===== config.mk =====
export PLATFORM = sky130hd
export DESIGN_NAME = qlu_arith
export DESIGN_NICKNAME = d
export VERILOG_FILES = /design/src/qlu_pkg.sv /design/src/qlu_arith.sv
export SDC_FILE = /design/constraint.sdc
export NUM_CORES = 2
export LEC_CHECK = 0
export BUFFER_PORTS_ARGS = -buffer_cell sky130_fd_sc_hd__buf_2
export CAP_MARGIN = 20
export CELL_PAD_IN_SITES_DETAIL_PLACEMENT = 1
export CELL_PAD_IN_SITES_GLOBAL_PLACEMENT = 1
export CORE_ASPECT_RATIO = 0.75
export CORE_UTILIZATION = 51
export CTS_CLUSTER_DIAMETER = 50
export DETAILED_ROUTE_END_ITERATION = 6
export HOLD_SLACK_MARGIN = 0.05
export PLACE_DENSITY_LB_ADDON = 0.1
export SYNTH_ARGS = -nofsm -noshare
export SYNTH_HDL_FRONTEND = slang
export SYNTH_SLANG_ARGS = --single-unit

===== constraint.sdc =====
create_clock -name clk_i -period 8 [get_ports clk_i]
set_input_delay 0 -clock clk_i [delete_from_list [all_inputs] [get_ports clk_i]]
set_output_delay 0 -clock clk_i [all_outputs]
set_load 0.03 [all_outputs]

===== src/qlu_pkg.sv =====
// ----------------------------------------------------------------------------
// qlu_pkg
// Shared constants, codes and beat types of the tabular Q-learning update.
// ----------------------------------------------------------------------------
`default_nettype none

package qlu_pkg;

  localparam int NUM_STATES  = 256;
  localparam int NUM_ACTIONS = 8;
  localparam int Q_WIDTH     = 32;
  localparam int FRAC_W      = 16;

  localparam int ST_W   = $clog2(NUM_STATES);
  localparam int ACT_W  = $clog2(NUM_ACTIONS);
  localparam int DEPTH  = NUM_STATES * NUM_ACTIONS;
  localparam int ADDR_W = $clog2(DEPTH);

  localparam logic [15:0] GAMMA_RST = 16'd62259;

  typedef enum logic [1:0] {
    REQ_START = 2'd0,
    REQ_STEP  = 2'd1,
    REQ_END   = 2'd2
  } req_e;

  typedef struct packed {
    logic        [1:0]  req_type;
    logic        [7:0]  next_state;
    logic        [2:0]  next_action;
    logic signed [31:0] reward_value;
    logic        [15:0] learning_rate;
  } qlu_req_t;

  typedef struct packed {
    logic signed [31:0] updated_value;
    logic signed [31:0] best_next_value;
    logic               saturated;
    logic        [2:0]  chosen_action;
  } qlu_res_t;

  typedef struct packed {
    logic best_clr;
    logic best_first;
    logic best_upd;
    logic q_load;
    logic gmul_en;
    logic delta_en;
    logic amul_en;
    logic is_step;
  } qlu_ctl_t;

endpackage

`default_nettype wire


===== src/qlu_arith.sv =====
// ----------------------------------------------------------------------------
// qlu_arith
// Row maximum, discounted target, alpha-scaled step and saturating sum.
// ----------------------------------------------------------------------------
`default_nettype none

module qlu_arith (
  input  wire logic                                clk_i,
  input  wire logic                                rst_ni,
  input  wire qlu_pkg::qlu_ctl_t                   ctl_i,
  input  wire logic signed [qlu_pkg::Q_WIDTH-1:0]  rdata_i,
  input  wire logic        [15:0]                  gamma_i,
  input  wire logic signed [31:0]                  reward_i,
  input  wire logic        [15:0]                  alpha_i,
  output logic signed      [qlu_pkg::Q_WIDTH-1:0]  best_o,
  output logic signed      [qlu_pkg::Q_WIDTH-1:0]  value_o,
  output logic                                     sat_o
);

  localparam int QW  = qlu_pkg::Q_WIDTH;
  localparam int FW  = qlu_pkg::FRAC_W;
  localparam int GW  = QW + 17;
  localparam int DW  = QW + 2;
  localparam int AW  = DW + 17;
  localparam int SW  = DW + 2;

  logic signed [QW-1:0] best_q, best_d;
  logic signed [QW-1:0] qcur_q;
  logic signed [GW-1:0] prodg_q;
  logic signed [DW-1:0] delta_q, delta_d;
  logic signed [AW-1:0] proda_q;
  logic signed [QW-1:0] gq;
  logic signed [DW:0]   step;
  logic signed [SW-1:0] sum;
  logic        [SW-QW:0] top;

  always_comb begin
    best_d = best_q;
    if (ctl_i.best_clr) begin
      best_d = '0;
    end else if (ctl_i.best_upd) begin
      if (ctl_i.best_first || (rdata_i > best_q)) begin
        best_d = rdata_i;
      end
    end
  end

  assign gq = prodg_q[FW +: QW];

  always_comb begin
    if (ctl_i.is_step) begin
      delta_d = DW'(reward_i) + DW'(gq) - DW'(qcur_q);
    end else begin
      delta_d = DW'(reward_i) - DW'(qcur_q);
    end
  end

  assign step = proda_q[AW-1:FW];
  assign sum  = SW'(qcur_q) + SW'(step);
  assign top  = sum[SW-1:QW-1];
  assign sat_o = !((&top) || (~|top));

  always_comb begin
    if (sat_o) begin
      value_o = sum[SW-1] ? {1'b1, {(QW-1){1'b0}}} : {1'b0, {(QW-1){1'b1}}};
    end else begin
      value_o = sum[QW-1:0];
    end
  end

  assign best_o = best_q;

  always_ff @(posedge clk_i or negedge rst_ni) begin
    if (!rst_ni) begin
      best_q  <= '0;
      qcur_q  <= '0;
      prodg_q <= '0;
      delta_q <= '0;
      proda_q <= '0;
    end else begin
      best_q <= best_d;
      if (ctl_i.q_load) begin
        qcur_q <= rdata_i;
      end
      if (ctl_i.gmul_en) begin
        prodg_q <= best_q * $signed({1'b0, gamma_i});
      end
      if (ctl_i.delta_en) begin
        delta_q <= delta_d;
      end
      if (ctl_i.amul_en) begin
        proda_q <= delta_q * $signed({1'b0, alpha_i});
      end
    end
  end

endmodule

`default_nettype wire


# Word-level counts from Yosys, hierarchy flattened
# Cells that the tools add are included.
dict set report word_totals {
  regBits 197
  inputBits 106
  output_inout_bits 65
  word_cells 27
}
dict set report op_classes {
  add_sub_neg 4
  n_mul 2
  magnitude_cmp 1
  n_mux 6
  n_reduce_logical 9
}
# cell count
set op_table {}
lappend op_table {{$mux W32} 5}
lappend op_table {{$mul A34 B17 Y51} 1}
lappend op_table {{$mul A32 B17 Y48} 1}
lappend op_table {{$add A32 B35 Y36} 1}
lappend op_table {{$mux W34} 1}
lappend op_table {{$sub A33 B32 Y34} 1}
lappend op_table {{$add A32 B32 Y33} 1}
lappend op_table {{$sub A32 B32 Y33} 1}
lappend op_table {{$gt A32 B32 Y1} 1}
lappend op_table {{$reduce_and A5 Y1} 1}
lappend op_table {{$reduce_or A5 Y1} 1}
lappend op_table {{$reduce_bool A2 Y1} 2}
lappend op_table {{$logic_not A1 Y1} 2}
lappend op_table {{$logic_or A1 B1 Y1} 2}
lappend op_table {{$reduce_and A2 Y1} 1}

# Logic depth before layout (Yosys ltp)
dict set report logic_depth {
  depth_word 5
  ltp_mapped 27
}

# Worst setup path after synthesis
# No wires, ideal clock.
dict set report synth_path {
  kind {register -> register}
  from {register best_q[7] (netlist: best_o[7])}
  to {register prodg_q[47]}
  setup_time_ns 0.131
  arrival_time_ns 6.726
  t_required_ns 7.869
  setup_slack_ns 1.143
  stages_incl_launch_ff 26
  path_cell_list {dfrtp_1 clkbuf_1 clkbuf_1 nand2_1 fa_1 inv_1 fa_1 inv_1 fa_1 inv_1 fa_1 fa_1 inv_1 fa_1 inv_1 ha_1 and3_1 a41oi_1 nor3_1 o21bai_1 o211ai_1 a221oi_2 o32ai_1 a221oi_1 nor2_1 or3_1}
}
dict set report synth_via {
  elab_chain_cells 1
}
# item line_no
set synth_rtl {}
lappend synth_rtl {{start, declared} qlu_arith.sv:27} ;# logic signed [QW-1:0] best_q, best_d;
lappend synth_rtl {{start signal, assigned} qlu_arith.sv:81} ;# best_q <= best_d;
lappend synth_rtl {{$mul A32 B17 Y48} qlu_arith.sv:86} ;# prodg_q <= best_q * $signed({1'b0, gamma_i});
lappend synth_rtl {{end signal, assigned} qlu_arith.sv:86}
lappend synth_rtl {{end, declared} qlu_arith.sv:29} ;# logic signed [GW-1:0] prodg_q;
# No other way between the ends.
# A chain may end at the register's enable or synchronous reset.

# Final worst setup path
dict set report layout_path {
  from {register delta_q[12]}
  to {register proda_q[48]}
}
dict set report layout_via {
  elab_chain_cells 1
}
# item line_no
set layout_rtl {}
lappend layout_rtl {{start, declared} qlu_arith.sv:30} ;# logic signed [DW-1:0] delta_q, delta_d;
lappend layout_rtl {{start signal, assigned} qlu_arith.sv:89} ;# delta_q <= delta_d;
lappend layout_rtl {{$mul A34 B17 Y51} qlu_arith.sv:92} ;# proda_q <= delta_q * $signed({1'b0, alpha_i});
lappend layout_rtl {{end signal, assigned} qlu_arith.sv:92}
lappend layout_rtl {{end, declared} qlu_arith.sv:31} ;# logic signed [AW-1:0] proda_q;
# No other way between the ends.

==> results.ini <==
[global_route]
via_count_of_the_first_global_routing_pass=42972
grt_remaining_overflow=0
grt_pass1_wl_microns=240600
antenna_found_initial=2
grtUsageTotal_pct=31.98
grt_start_max_net_pins=68

[logic_synthesis]
syn_nets=7082
netlist_top_cells_count=inv_1, fa_1, nand2_1
synth_top_area_share_pct=42.22
synth.distinct_cells=80
postSynthCellCount=5581
yosysWarnings=0
synth_seq_cells=165
synth.largest_area_cell=fa_1
synth-edff-count=0
avg_inst_size_synth_sq_um=8.760
synth.most_common_cell=inv_1
synth_flop_cell=dfrtp_1
synth.area.top_cells=fa_1, inv_1, ha_1
async_set_or_reset_register_ratio_after_synthesis_pct=100.0
sequential_share_of_the_synthesized_area_pct=8.446
synthesis.area_sq_um=48890

[final_layout]
final_layout_size_suffix_gt1_share_pct=6.369
area_used_by_multi_input_combinational_logic_sq_um=38510
layout.area.seq_sq_um=4131
layout.filler_cells=11121
areaGrowthSynthToFinish_pct=6.588
antenna_cells_inserted=0
design.final.nets=7172

[critical_path]
reg2reg_depth=26
reg2reg_to=proda_q[48]
arrival_time_reported_for_the_critical_path_endpoint_ns=7.91
path_common_cell=fa_1
path_delay_family=adder cells
crit_path_end=proda_q[48]
timing_worst_setup_path_type=reg2reg
endpoint_kind=flop
worst_setup_path_start_kind=flop
critPathMaxStageDelay_ns=0.85
cp_num_cells=26
timing.critical_path.from=delta_q[12]
critPathBufInv=7
r2r_setup_slack_ns=0.46
critical_path_required_ns=8.37
cpMaxStageDelayCell=dfrtp_1
crit-reg2reg-launch=delta_q[12]
path_max_fanout=15

[die]
pin_count=171
placement_rows=97
die_area_sq_um=97120
die_w_microns=359.5
die_height_microns=270.1
start_util_pct=51.91
core_area_sq_um=94180

[clock_network]
maximum_count_of_clock_buffers_along_a_single_path=2
tritoncts.num_buffers=17
htreeDepth=4
cts_tree=built
cts.sinks=165
cts_root_buf=clkbuf_16
clk-insertion-delay-late_ns=0.49
postCtsSetupBuffers=0
path_clk_slew_ns=0.08

[hold_path]
hold_class=in2async

[drt]
detail_route.vias_per_cell=5.479
routed_wire_length_per_instance_microns=21.43
finalWirelength_microns=148300
dr.first_iter.drc_count=2304
drt_pre_antenna_iters=6
postRouteAntennaNets=0
via_total_after_detailed_routing=37918
drc_errors=0

[timing]
setup_tns_ns=0
clock_skew_ns=0.01918
unrepaired_setup_endpoints_after_global_routing=false
setup_viol=0
fmax_ghz=0.1326
timing.final.hold_violations=0
worst_margin_pin_slew_ns=1.369
final_cycle_utilization_of_the_critical_path_pct=94.24
timing_max_transition_violations_final=0
fin_crit_ns=7.540
slew_headroom_pct=8.496

[placed_design]
dp_hpwl_microns=124000
place.port_buffers=170
gpl.final_weighted_congestion=0.8953

[job]
drv_cap=0

[status]
status=finished clean

## layout by cell type, fill, tap and decap left out, types with 16 or more instances in the layout
cell type / count
nor2_1: 141
dlygate4sd3_1: 36
o21bai_1: 24
a31oi_1: 18
fa_1: 1031
o21ai_0: 138
a21oi_1: 172
buf_2: 169
nand2_1: 778
and3_1: 21
mux2i_1: 52
and2_1: 397
nand2b_1: 21
nor3_1: 25
clkbuf_16: 17
o21ai_1: 27
ha_1: 364
nand4_1: 22
o21a_1: 29
inv_1: 1422
dfrtp_1: 163
mux2_2: 36
a211oi_1: 16
nor2b_1: 26
xor2_1: 62
nand3_1: 36
o211ai_1: 22
buf_4: 101
xnor2_1: 100
a21o_1: 80
## area by class of cell
type,count,share of cell area (%)
clock buffers,20,0.8956
well taps,1237,2.970
repair buffers,308,3.835
clock inverters,12,0.2233
multi-input cells,3757,73.91
inverters,1422,10.24
flip-flops and latches,165,7.928
## through the flow
step	util (%)	cell area [sq um]	setup WS (ns)	hold WS (ns)	cells
floorplan	-	48890	1.143	-0.2956	5581
global placement	54.30	51140	0.5760	0.06564	6852
detailed placement	54.30	51140	0.4313	0.07039	6852
CTS	55.30	52080	0.4121	0.09678	6919
global route	55.33	52110	0.003252	0.1434	6921
finish	55.33	52110	0.4604	0.09858	6921
## metal layers
| metal | routed length [microns] | global-route usage, % |
|---|---|---|
| met1 | 66340 | 44.74 |
| met2 | 67400 | 50.81 |
| met3 | 10170 | 6.042 |
| met4 | 4411 | 9.064 |
| met5 | 20 | 0 |
## how the worst min path moves through the flow
| stage | startpoint | endpoint | slack, ns | cells after the start |
|---|---|---|---|---|
| after CTS | reward_i[30] | delta_q[30] | 0.1 | 4 |
| final | rst_ni | prodg_q[45] | 0.1 | 2 |
| after global routing | reward_i[30] | delta_q[30] | 0.14 | 4 |
| after detailed placement | rst_ni | prodg_q[47] | 0.07 | 1 |
| after global placement | rst_ni | prodg_q[46] | 0.07 | 1 |
| after floorplan | rst_ni | best_o[0] | -0.30 | 0 |
## kinds of logic after synthesis
kind of cell | synth area share [%]
AOI/OAI and AO/OA | 7.793
xor gates and xnor gates | 2.935
adders and majority gates | 51.53
buffers and inverters | 12.82
DFF | 8.446
muxes | 1.894
and+or+nand+nor | 14.58
## what timing repair did
action | CTS | global route
endpoints found under the hold margin | 138 | 4
setup endpoints to repair | 0 | 1
resized for setup | 0 | 2
hold buffers | 35 | 1
## registers in the layout (all words and copies together) (netlist names)
name and cells:
delta_q 34, best_o 32, qcur_q 32, prodg_q 32
proda_q 35
Power is left out: the tool's default activity adds up to more than one toggle a clock period on the data nets, which glitch-free logic cannot reach.
